==> config.mk <==
export PLATFORM = sky130hd
export DESIGN_NAME = cursor_sequence_list_flat
export DESIGN_NICKNAME = d
export VERILOG_FILES = /design/src/rtl/csl_pkg.sv /design/src/rtl/csl_req_if.sv /design/src/rtl/csl_rsp_if.sv /design/src/rtl/csl_cell.sv /design/src/rtl/cursor_sequence_list.sv /design/src/flat_wrapper.sv
export SDC_FILE = /design/constraint.sdc
export NUM_CORES = 2
export LEC_CHECK = 0
export CORE_AREA = 2 2 381 383
export DETAILED_ROUTE_END_ITERATION = 12
export DIE_AREA = 0 0 383 385
export DONT_BUFFER_PORTS = 1
export GPL_TIMING_DRIVEN = 0
export SYNTH_ARGS = -nofsm -noshare
export SYNTH_HDL_FRONTEND = slang
export SYNTH_SLANG_ARGS = --single-unit
==> constraint.sdc <==
create_clock -name clk -period 15.91 [get_ports clk]
set_input_delay 0.7955 -clock clk [delete_from_list [all_inputs] [get_ports clk]]
set_output_delay 0.7955 -clock clk [all_outputs]
set_load 0.1 [all_outputs]
==> src/rtl/csl_pkg.sv <==
package csl_pkg;

  localparam int DEPTH_DEF     = 32;
  localparam int WORD_BITS_DEF = 32;

  // Fixed payload widths of the channels
  localparam int OPCODE_W  = 4;
  localparam int VALUE_W   = 32;
  localparam int POS_W     = 5;
  localparam int CNT_OUT_W = 6;
  localparam int STATUS_W  = 3;

  typedef enum logic [OPCODE_W-1:0] {
    OP_START        = 4'd0,
    OP_ADVANCE      = 4'd1,
    OP_TO_LAST      = 4'd2,
    OP_INSERT       = 4'd3,
    OP_ATTACH       = 4'd4,
    OP_PUT_FRONT    = 4'd5,
    OP_PUT_BACK     = 4'd6,
    OP_REMOVE_CUR   = 4'd7,
    OP_REMOVE_FRONT = 4'd8,
    OP_READ_CUR     = 4'd9,
    OP_READ_AT      = 4'd10
  } op_t;

  typedef enum logic [STATUS_W-1:0] {
    ST_OK     = 3'd0,
    ST_FULL   = 3'd1,
    ST_NO_CUR = 3'd2,
    ST_RANGE  = 3'd3,
    ST_EMPTY  = 3'd4
  } status_t;

  // Broadcast to every cell of the chain
  typedef struct packed {
    logic shift_up;   // open a slot at the given index
    logic shift_dn;   // close the slot at the given index
  } cell_ctrl_t;

endpackage

==> src/rtl/csl_req_if.sv <==
interface csl_req_if;
  import csl_pkg::*;

  logic                valid;
  logic                ready;
  logic [OPCODE_W-1:0] opcode;
  logic [VALUE_W-1:0]  entry_value;
  logic [POS_W-1:0]    position;

  modport source (output valid, opcode, entry_value, position, input ready);
  modport sink   (input valid, opcode, entry_value, position, output ready);
endinterface

==> src/rtl/csl_rsp_if.sv <==
interface csl_rsp_if;
  import csl_pkg::*;

  logic                 valid;
  logic                 ready;
  logic [VALUE_W-1:0]   read_value;
  logic                 has_current;
  logic [CNT_OUT_W-1:0] cursor_pos;
  logic [CNT_OUT_W-1:0] item_count;
  logic [STATUS_W-1:0]  status;

  modport source (output valid, read_value, has_current, cursor_pos, item_count, status,
                  input ready);
  modport sink   (input valid, read_value, has_current, cursor_pos, item_count, status,
                  output ready);
endinterface

==> src/rtl/csl_cell.sv <==
module csl_cell #(
  parameter int WORD_BITS = csl_pkg::WORD_BITS_DEF,
  parameter int AW        = 5,
  parameter int INDEX     = 0
) (
  input  logic                 clk,
  input  csl_pkg::cell_ctrl_t  ctrl,
  input  logic [AW-1:0]        at,
  input  logic [WORD_BITS-1:0] word,
  input  logic [WORD_BITS-1:0] from_lo,
  input  logic [WORD_BITS-1:0] from_hi,
  output logic [WORD_BITS-1:0] data
);
  import csl_pkg::*;

  localparam logic [AW-1:0] MY_IDX = AW'(INDEX);

  logic [WORD_BITS-1:0] data_next;

  always_comb begin
    data_next = data;
    if (ctrl.shift_up) begin
      if (MY_IDX > at) begin
        data_next = from_lo;
      end else if (MY_IDX == at) begin
        data_next = word;
      end
    end else if (ctrl.shift_dn) begin
      if (MY_IDX >= at) begin
        data_next = from_hi;
      end
    end
  end

  always_ff @(posedge clk) begin
    data <= data_next;
  end

endmodule

==> src/rtl/cursor_sequence_list.sv <==
// Ordered list of up to DEPTH words with a cursor, held in a chain of cells that
// shift up or down together on an insert or a remove. One operation is taken per
// cycle unless a result waits untaken; each result sits in an output register in
// the cycle after the request beat, and a new request is taken in the cycle the
// result is taken. The cycle path is the per-cell shift select plus the read mux
// over all cells. Entries above the count hold stale data and are never returned;
// no clearing pass is needed after reset. On any error status nothing in the list changes.
module cursor_sequence_list #(
  parameter int DEPTH     = csl_pkg::DEPTH_DEF,
  parameter int WORD_BITS = csl_pkg::WORD_BITS_DEF
) (
  input logic      clk,
  input logic      rst,
  csl_req_if.sink  req,
  csl_rsp_if.source rsp
);
  import csl_pkg::*;

  localparam int AW = (DEPTH > 1) ? $clog2(DEPTH) : 1;
  localparam int CW = $clog2(DEPTH + 1);
  localparam int PW = (CW > POS_W) ? CW : POS_W;

  logic [CW-1:0] count, count_next;
  logic [CW-1:0] cursor, cursor_next;

  logic                 out_valid;
  logic [VALUE_W-1:0]   out_value;
  logic                 out_has_cur;
  logic [CNT_OUT_W-1:0] out_cursor;
  logic [CNT_OUT_W-1:0] out_count;
  status_t              out_status;

  logic [WORD_BITS-1:0] cell_data [DEPTH];
  logic [WORD_BITS-1:0] word;
  cell_ctrl_t           ctrl;
  logic [AW-1:0]        at;
  logic [AW-1:0]        rd_addr;
  logic                 rd_en;
  logic [WORD_BITS-1:0] rd_word;
  status_t              status_next;
  op_t                  op;
  logic                 accept;
  logic                 cur;
  logic                 full;

  assign req.ready = !out_valid || rsp.ready;
  assign accept    = req.valid && req.ready;
  assign op        = op_t'(req.opcode);
  assign word      = WORD_BITS'(req.entry_value);
  assign cur       = cursor < count;
  assign full      = count == CW'(DEPTH);
  assign rd_word   = cell_data[rd_addr];

  always_comb begin
    count_next  = count;
    cursor_next = cursor;
    status_next = ST_OK;
    ctrl        = '0;
    at          = '0;
    rd_addr     = AW'(cursor);
    rd_en       = 1'b0;
    case (op)
      OP_START: begin
        cursor_next = '0;
      end
      OP_ADVANCE: begin
        if (!cur) status_next = ST_NO_CUR;
        else cursor_next = cursor + CW'(1);
      end
      OP_TO_LAST: begin
        if (count == '0) status_next = ST_EMPTY;
        else cursor_next = count - CW'(1);
      end
      OP_INSERT: begin
        if (full) begin
          status_next = ST_FULL;
        end else begin
          at            = cur ? AW'(cursor) : '0;
          ctrl.shift_up = 1'b1;
          count_next    = count + CW'(1);
          cursor_next   = cur ? cursor : '0;
        end
      end
      OP_ATTACH: begin
        if (full) begin
          status_next = ST_FULL;
        end else begin
          cursor_next   = cur ? cursor + CW'(1) : count;
          at            = AW'(cursor_next);
          ctrl.shift_up = 1'b1;
          count_next    = count + CW'(1);
        end
      end
      OP_PUT_FRONT: begin
        if (full) begin
          status_next = ST_FULL;
        end else begin
          ctrl.shift_up = 1'b1;
          count_next    = count + CW'(1);
          cursor_next   = cursor + CW'(1);
        end
      end
      OP_PUT_BACK: begin
        if (full) begin
          status_next = ST_FULL;
        end else begin
          at            = AW'(count);
          ctrl.shift_up = 1'b1;
          count_next    = count + CW'(1);
          // no current item stays no current item
          if (!cur) cursor_next = count + CW'(1);
        end
      end
      OP_REMOVE_CUR: begin
        if (!cur) begin
          status_next = ST_NO_CUR;
        end else begin
          at            = AW'(cursor);
          ctrl.shift_dn = 1'b1;
          count_next    = count - CW'(1);
        end
      end
      OP_REMOVE_FRONT: begin
        if (count == '0) begin
          status_next = ST_EMPTY;
        end else begin
          ctrl.shift_dn = 1'b1;
          count_next    = count - CW'(1);
          if (cursor != '0) cursor_next = cursor - CW'(1);
        end
      end
      OP_READ_CUR: begin
        if (!cur) status_next = ST_NO_CUR;
        else rd_en = 1'b1;
      end
      OP_READ_AT: begin
        rd_addr = AW'(req.position);
        if (PW'(req.position) >= PW'(count)) status_next = ST_RANGE;
        else rd_en = 1'b1;
      end
      default: begin
      end
    endcase
    if (!accept) ctrl = '0;
  end

  for (genvar i = 0; i < DEPTH; i++) begin : g_cell
    logic [WORD_BITS-1:0] lo;
    logic [WORD_BITS-1:0] hi;
    if (i == 0) begin : g_lo_end
      assign lo = word;
    end else begin : g_lo
      assign lo = cell_data[i-1];
    end
    if (i == DEPTH - 1) begin : g_hi_end
      assign hi = cell_data[i];
    end else begin : g_hi
      assign hi = cell_data[i+1];
    end
    csl_cell #(
      .WORD_BITS (WORD_BITS),
      .AW        (AW),
      .INDEX     (i)
    ) u_cell (
      .clk     (clk),
      .ctrl    (ctrl),
      .at      (at),
      .word    (word),
      .from_lo (lo),
      .from_hi (hi),
      .data    (cell_data[i])
    );
  end

  always_ff @(posedge clk) begin
    if (rst) begin
      count     <= '0;
      cursor    <= '0;
      out_valid <= 1'b0;
    end else begin
      if (accept) begin
        count     <= count_next;
        cursor    <= cursor_next;
        out_valid <= 1'b1;
      end else if (rsp.ready) begin
        out_valid <= 1'b0;
      end
    end
  end

  always_ff @(posedge clk) begin
    if (accept) begin
      out_value   <= rd_en ? VALUE_W'(rd_word) : '0;
      out_has_cur <= cursor_next < count_next;
      out_cursor  <= CNT_OUT_W'(cursor_next);
      out_count   <= CNT_OUT_W'(count_next);
      out_status  <= status_next;
    end
  end

  assign rsp.valid       = out_valid;
  assign rsp.read_value  = out_value;
  assign rsp.has_current = out_has_cur;
  assign rsp.cursor_pos  = out_cursor;
  assign rsp.item_count  = out_count;
  assign rsp.status      = out_status;

  a_cursor_le_count: assert property (@(posedge clk) disable iff (rst)
    cursor <= count)
    else $error("cursor past count");

  a_count_le_depth: assert property (@(posedge clk) disable iff (rst)
    count <= CW'(DEPTH))
    else $error("count past depth");

  a_err_no_change: assert property (@(posedge clk) disable iff (rst)
    accept && status_next != ST_OK |=> count == $past(count) && cursor == $past(cursor))
    else $error("state changed on error beat");

  a_err_no_shift: assert property (@(posedge clk) disable iff (rst)
    status_next != ST_OK |-> !ctrl.shift_up && !ctrl.shift_dn)
    else $error("cells shifted on error");

  a_result_follows: assert property (@(posedge clk) disable iff (rst)
    accept |=> out_valid)
    else $error("result beat missing");

endmodule

==> src/flat_wrapper.sv <==
// flat-port wrapper written by rule: the top's interface ports become plain ports
module cursor_sequence_list_flat import csl_pkg::*;
#(
  parameter int DEPTH     = csl_pkg::DEPTH_DEF,
  parameter int WORD_BITS = csl_pkg::WORD_BITS_DEF
)
  (clk, rst, req_valid, req_opcode, req_entry_value, req_position, req_ready, rsp_valid, rsp_read_value, rsp_has_current, rsp_cursor_pos, rsp_item_count, rsp_status, rsp_ready);
  csl_req_if req_i ();
  csl_rsp_if rsp_i ();
  input logic clk;
  input logic rst;
  input wire logic [$bits(req_i.valid)-1:0] req_valid;
  input wire logic [$bits(req_i.opcode)-1:0] req_opcode;
  input wire logic [$bits(req_i.entry_value)-1:0] req_entry_value;
  input wire logic [$bits(req_i.position)-1:0] req_position;
  output wire logic [$bits(req_i.ready)-1:0] req_ready;
  output wire logic [$bits(rsp_i.valid)-1:0] rsp_valid;
  output wire logic [$bits(rsp_i.read_value)-1:0] rsp_read_value;
  output wire logic [$bits(rsp_i.has_current)-1:0] rsp_has_current;
  output wire logic [$bits(rsp_i.cursor_pos)-1:0] rsp_cursor_pos;
  output wire logic [$bits(rsp_i.item_count)-1:0] rsp_item_count;
  output wire logic [$bits(rsp_i.status)-1:0] rsp_status;
  input wire logic [$bits(rsp_i.ready)-1:0] rsp_ready;
  assign req_i.valid = req_valid;
  assign req_i.opcode = req_opcode;
  assign req_i.entry_value = req_entry_value;
  assign req_i.position = req_position;
  assign req_ready = req_i.ready;
  assign rsp_valid = rsp_i.valid;
  assign rsp_read_value = rsp_i.read_value;
  assign rsp_has_current = rsp_i.has_current;
  assign rsp_cursor_pos = rsp_i.cursor_pos;
  assign rsp_item_count = rsp_i.item_count;
  assign rsp_status = rsp_i.status;
  assign rsp_i.ready = rsp_ready;
  cursor_sequence_list #(.DEPTH(DEPTH), .WORD_BITS(WORD_BITS)) u_core (.clk(clk), .rst(rst), .req(req_i), .rsp(rsp_i));
endmodule
* Yosys cells after proc, flatten, opt, wreduce, memory -nomap -nowiden
Cells that the tools add are included.
** Word-level totals
- Input bits :: 45
- Bits in read-only memories :: 0
- Memory bits (writable) :: 0
- Memories kept :: 0
- Latch bits :: 0
- Register bits :: 1085
** Cells by class
- Multiplexer cells :: 197
- Div/mod/pow operators :: 0
- Bitwise logic cells :: 1
- Shift operators :: 0
- Magnitude comparators :: 67
- $add $sub $neg :: 4
- Reductions and logical operators :: 76
- Multiply operators :: 0
- Equality and inequality tests :: 73
** Operator list (count)
- $mux 32 :: 159
- $bmux 32 s5 :: 1
- $ne 3x3->1 const B :: 31
- $reduce_and 3->1 :: 31
- $mux 6 :: 14
- $eq 5x5->1 const A :: 16
- $gt 5x5->1 const A :: 16
- $ge 5x5->1 const A :: 15
- $reduce_bool 2->1 :: 34
- $pmux 6 s8 :: 1
- $eq 4x5->1 const A :: 8
- $ge 4x5->1 const A :: 8
- $gt 4x5->1 const A :: 8
- $mux 5 :: 5
- $eq 3x5->1 const A :: 4
- $ge 3x5->1 const A :: 4
- $gt 3x5->1 const A :: 4
- $pmux 5 s4 :: 1
- $pmux 6 s3 :: 1
- $eq 4x3->1 const B :: 4
- $add 6x1->6 const B :: 2
- $eq 4x4->1 const B :: 3
- $lt 6x6->1 :: 2
- $pmux 3 s4 :: 1
- 28 further kinds :: 45

* Longest topological paths before layout
- Depth after elaboration :: 8
- Gate-level depth with buffers :: 20

* Hierarchy
A second synthesis with hierarchy kept.
** Unflattened totals
- Cell total of the unflattened synthesis :: 7553
- Area, all modules :: 67903.9 um2
** Modules (own cells, without submodules)
- cursor_sequence_list :: seq. area each 1701.6 um2, instances 1, area an instance 12751.0 um2, cells each 2109
- csl_cell (u_core.g_cell[14].u_cell ...) :: seq. area each 960.9 um2, instances 2, area an instance 1674.1 um2, cells each 177
- csl_cell (u_core.g_cell[24].u_cell) :: seq. area each 960.9 um2, instances 1, area an instance 1931.9 um2, cells each 183
- csl_cell (u_core.g_cell[4].u_cell) :: seq. area each 960.9 um2, instances 1, area an instance 1926.8 um2, cells each 188
- csl_cell (u_core.g_cell[21].u_cell) :: seq. area each 960.9 um2, instances 1, area an instance 1873.0 um2, cells each 190
- csl_cell (u_core.g_cell[8].u_cell) :: seq. area each 960.9 um2, instances 1, area an instance 1865.5 um2, cells each 184
- csl_cell (u_core.g_cell[9].u_cell) :: seq. area each 960.9 um2, instances 1, area an instance 1855.5 um2, cells each 185
- csl_cell (u_core.g_cell[31].u_cell) :: seq. area each 960.9 um2, instances 1, area an instance 1838.0 um2, cells each 185
- csl_cell (u_core.g_cell[1].u_cell) :: seq. area each 960.9 um2, instances 1, area an instance 1836.8 um2, cells each 184
- csl_cell (u_core.g_cell[13].u_cell) :: seq. area each 960.9 um2, instances 1, area an instance 1820.5 um2, cells each 184
- csl_cell (u_core.g_cell[27].u_cell) :: seq. area each 960.9 um2, instances 1, area an instance 1811.7 um2, cells each 189
- csl_cell (u_core.g_cell[23].u_cell) :: seq. area each 960.9 um2, instances 1, area an instance 1781.7 um2, cells each 185
- csl_cell (u_core.g_cell[22].u_cell) :: seq. area each 960.9 um2, instances 1, area an instance 1780.5 um2, cells each 185
- csl_cell (u_core.g_cell[19].u_cell) :: seq. area each 960.9 um2, instances 1, area an instance 1760.4 um2, cells each 185
- 18 more rows

* Least setup slack after synthesis
Ideal clock, no wire load.
- Path type :: register to register
- Start :: register u_core.count[5]
- End :: register u_core.g_cell[5].u_cell.data[0] (enable)
- Path slack :: 9.439 ns
- Data required time :: 15.478 ns
- Stages on the path, launching flop included :: 16
- Arrival :: 6.039 ns
- Path buffers :: 4
- Cells stage by stage :: dfxtp_1 > clkbuf_1 > clkinv_1 > ha_1 > nand2_1 > o21a_1 > o21ai_1 > inv_2 > buf_2 > and3_2 > or2_2 > buf_2 > buf_2 > nor2_1 > nand2_1 > a21oi_1
** Between the ends
- Cells in the longest elaborated chain, start to end :: 7
- Elaborated cells on any way between the ends :: 22
- Those cells by class :: order compare (3); eq/ne (3); mux (12); reduce/logical (4)
** Ends and longest elaborated chain
- start: declaration :: line cursor_sequence_list.sv:23 : logic [CW-1:0] count, count_next;
- start signal: assignment :: line cursor_sequence_list.sv:182 : count <= count_next;
- $lt 6x6->1 :: line cursor_sequence_list.sv:50 : assign cur = cursor < count;
- $mux 6 / $mux 5 (equally long branches) :: line cursor_sequence_list.sv:88, cursor_sequence_list.sv:78, cursor_sequence_list.sv:115
- $mux 5 (on tied branches) :: line cursor_sequence_list.sv:85, cursor_sequence_list.sv:75
- $pmux 5 s4 :: line cursor_sequence_list.sv:62 : case (op)
- $gt 3x5->1, or another cell as far along :: line csl_cell.sv:23 : if (MY_IDX > at) begin
- $ne 3x3->1 (no line) / $reduce_bool 2->1 (equally long branches)
- $reduce_and 3->1 (no line) *
- end signal: assignment :: line csl_cell.sv:36 : data <= data_next;
- end: declaration :: line csl_cell.sv:12 : output logic [WORD_BITS-1:0] data
Mark *: on every way between the ends. The rest lies on a longest branch, timed or not.
A chain may end at the register's enable or synchronous reset.

* Worst setup path after layout
- Start :: register u_core.count[5]
- End :: register u_core.g_cell[31].u_cell.data[27], data pin
** Between the ends
- Cells in the longest elaborated chain, start to end :: 6
- Elaborated cells on any way between the ends :: 10
- Those cells by class :: order compare (2); eq/ne (1); mux (7)
** Ends and longest elaborated chain (line)
- $lt 6x6->1 :: cursor_sequence_list.sv:50
- $mux 6 / $mux 5 (equally long branches) :: cursor_sequence_list.sv:88, cursor_sequence_list.sv:78, cursor_sequence_list.sv:115
- $mux 5 (on tied branches) :: cursor_sequence_list.sv:85, cursor_sequence_list.sv:75
- $pmux 5 s4 * :: cursor_sequence_list.sv:62
- $gt 5x5->1 * :: csl_cell.sv:23
- $mux 32 * :: csl_cell.sv:23
- end signal: assignment :: csl_cell.sv:36
- end: declaration :: csl_cell.sv:12
Marks and branches as above.

==> results.md <==
* Ports at 95
* Number of flops mapped to enable cells by yosys at around 1100
* Total power at 0.00763 W
* CP Launch Type: flop
* Clock skew at 34.9 ps
* CP endpoint kind: flop
* Worst-margin pin slew at 1520 ps
* Place WS at 9200 ps
* Worst Path Required at 16440 ps
* Root buffer cell: clkbuf_16
* Sequential share of the synthesized area at 0.507
* Clk Latency, worst-skew pair at 790 ps
* Main flop type after synthesis: edfxtp_1
* Crit Path Class: flop to flop
* Synthesized area per cell at 11.1 um^2
* Pwr/cell area at roughly 110 mW/mm^2
* Detailed-route via count at about 50000
* RSZ-0062 raised after global routing: no
* Ys Warns at 0
* Worst-path clk slew at approximately 60 ps
* Clk sinks at around 1100
* # setup viols final at 0
* Drt total wl at roughly 250000 um
* Starting Density at 0.447
* Post-DP HPWL at 201000 um
* Seq cells post-synth at about 1100
* Gpl congestion at 0.980
* Via/cell ratio at ~6.5
* Total core area at between 0.1 and 0.15 mm^2
* Bufs on Longest Clock Path at 3
* Peak supply drop at about 0.11 mV
* Leakage at between 20 and 25 nW
* Share of layout cells above drive strength 1 at 0.123
* CTS resizes at 0
* Hold/Removal Path Class: input port to flop
* Maximum clock rate at ~140 MHz
* DP Cell Count at 7709
* Hold buffers post-CTS at 0
* Syn nets at 5850
* Max_cap viols at 1
* Core Util, Final at 0.497
* Fraction of registers with async set/reset at 0
* Num CTS Buffers at ~130
* Period utilization at 0.451
* Fill cells at approximately 13000
* Final hold violations at 0
* Pin count of the biggest net entering global routing at 33
* Grt ovf at 0
* Final net count at roughly 6000
* First-pass GRT wire length at roughly 350000 um
* Residual DRC at 0
* CTS tree: yes
* Final worst setup slack at 8730 ps
* Slew headroom at -0.0117
* Initial antenna violation count at 6
* Die height at about 390 um
* DR pass1 iterations at 6
* Failing checks: max-capacitance violations, max-slew violations
* Die footprint at 0.147 mm^2
* Status: finished, violations left
* Post-Syn Instances at between 5000 and 6000
* Final Max Slew Viols at 11
* Final min period at 7180 ps
* Post-DRT Antenna Nets at 0
* GRT Total Usage at 0.327
* Arrival time at the worst endpoint at between 7000 and 8000 ps
* CTS H-tree lvls at 4
* Distinct cells, synth at 92
* Setup TNS at 0 ps
* Die W at between 300 and 400 um
* P&R area growth vs syn at 11.1%
* Port bufs at 0
* Rows at 139
* Vias in the first global route at ~50000
* Detailed Route Iter0 Violations at 7381
* Cell area after synthesis at 0.0640 mm^2
* Non-filler instance count after layout at about 8000
* Setup bufs post-CTS at 0
* WL per Instance at 31.2 um
* Crit path max fanout at 10
registers in the layout (all words and copies together), names as in the netlist, 3 cells and up:
name                       cells
u_core.g_cell.u_cell.data   1024
u_core.cursor                  6
u_core.rsp.cursor_pos          6
u_core.rsp.status              3
u_core.rsp.item_count          6
u_core.rsp.read_value         32
u_core.count                   6
stage by stage:
stage	hold slack [ps]	instance area, um^2
2_1_floorplan	517	64000
3_3_place_gp	543	66400
3_5_place_dp	551	67100
4_1_cts	71.8	71100
5_1_grt	108	71100
6_report	118	71100
cell usage in the layout, fill, tap and decap left out, types with 9 or more instances in the layout:
master and count:
a21oi_1 175, a31oi_1 72, and2_1 9, buf_1 38, buf_12 14, buf_2 96
buf_4 56, clkbuf_1 411, clkbuf_16 139, clkinv_1 40, clkinv_2 11, dfxtp_1 13
edfxtp_1 1072, ha_1 22, inv_1 23, mux2_2 67, mux2i_1 644, mux4_2 256
nand2_1 1174, nand3_1 179, nand4_1 133, nor2_1 211, nor2_4 23, nor3_1 11
o211ai_1 296, o21ai_0 426, o21ai_1 181, o22a_1 34, o22ai_1 37, xnor2_1 15
routing by layer:
| metal | vias to the layer above | part of all wire | track usage | routed length [um] |
|---|---|---|---|---|
| li1 | 22237 | - | - | - |
| met1 | 25471 | 0.41 | 0.458 | 100000 |
| met2 | 3373 | 0.44 | 0.501 | 109000 |
| met3 | 414 | 0.12 | 0.0737 | 29000 |
| met4 | 4 | 0.036 | 0.115 | 8880 |
| met5 | - | 0.00016 | 0 | 39 |
layout make-up:
class | count | area [um^2] | area share
buffer | 575 | 2530 | 0.0356
clock buffer | 173 | 3610 | 0.0507
clock inverter | 59 | 398 | 0.00560
timing repair buffer | 23 | 438 | 0.00616
multi-input combinational | 4096 | 29200 | 0.410
tap | 1903 | 2380 | 0.0335
antenna | 7 | 17.5 | 0.000246
inverter | 27 | 101 | 0.00143
sequential | 1085 | 32500 | 0.457
synth_stat cells (3+ instances only):
library cell	count	area share
nand2_1	1174	0.069
a21oi_1	177	0.014
inv_1	23	0.0013
clkbuf_1	382	0.022
a31oi_1	72	0.0070
o22ai_1	37	0.0036
or4_1	3	0.00035
edfxtp_1	1072	0.50
ha_1	22	0.0043
a211oi_1	8	0.00094
dfxtp_1	13	0.0041
mux4_2	256	0.090
a22o_1	3	0.00041
xor2_1	3	0.00041
nor2b_1	7	0.00068
nor3_1	12	0.00094
o21a_1	7	0.00082
buf_1	38	0.0022
xnor2_1	15	0.0021
and3_1	4	0.00039
nor2_1	232	0.014
o211ai_1	296	0.035
nand3_1	179	0.014
buf_6	5	0.00088
o22a_1	34	0.0047
nand2b_1	7	0.00068
and2_1	9	0.00088
a31oi_4	4	0.0013
nand4_1	133	0.013
a21oi_4	4	0.0010
buf_4	54	0.0063
o21ai_1	182	0.014
mux2i_1	644	0.10
o21ai_0	426	0.033
mux2_2	67	0.012
a21o_1	7	0.00082
buf_2	96	0.0075
a221o_1	5	0.00078
critical path: stages (launching register included):
cell	delay, ps
dfxtp_1	310
clkbuf_1	560
clkinv_1	460
ha_1	430
a21oi_1	190
o21a_1	170
o21ai_1	100
inv_2	140
buf_2	240
buf_1	490
buf_1	560
ha_1	320
a32oi_1	200
inv_1	220
o22ai_2	360
nor2_1	930
nand2_1	530
clkbuf_1	380
o22a_1	290
power breakdown:
group	internal, W	leakage (nW)	switching, W
logic	0.000411	12.5	0.000779
registers	0.00334	9.99	0.000186
clock network	0.00164	1.95	0.00127
worst paths after layout:
| path | slack (ps) | start | cells past startpoint | end |
|---|---|---|---|---|
| max | 8730 | u_core.count[5] | 18 | u_core.g_cell[31].u_cell.data[27] |
| min | 120 | rst | 1 | u_core.cursor[2] |
| max reg2reg | 8730 | u_core.count[5] | 18 | u_core.g_cell[31].u_cell.data[27] |
| min reg2reg | 560 | u_core.g_cell[31].u_cell.data[13] | 2 | u_core.g_cell[30].u_cell.data[13] |
cells by family after synthesis:
family | Yosys count | synth area share
simple gates | 1786 | 0.117
compound gates | 1303 | 0.125
flops | 1085 | 0.507
mux | 967 | 0.203
buf+inv | 602 | 0.0409
fa+ha+maj | 22 | 0.00430
xor+xnor | 18 | 0.00246
(Power assumes the default switching activity.)
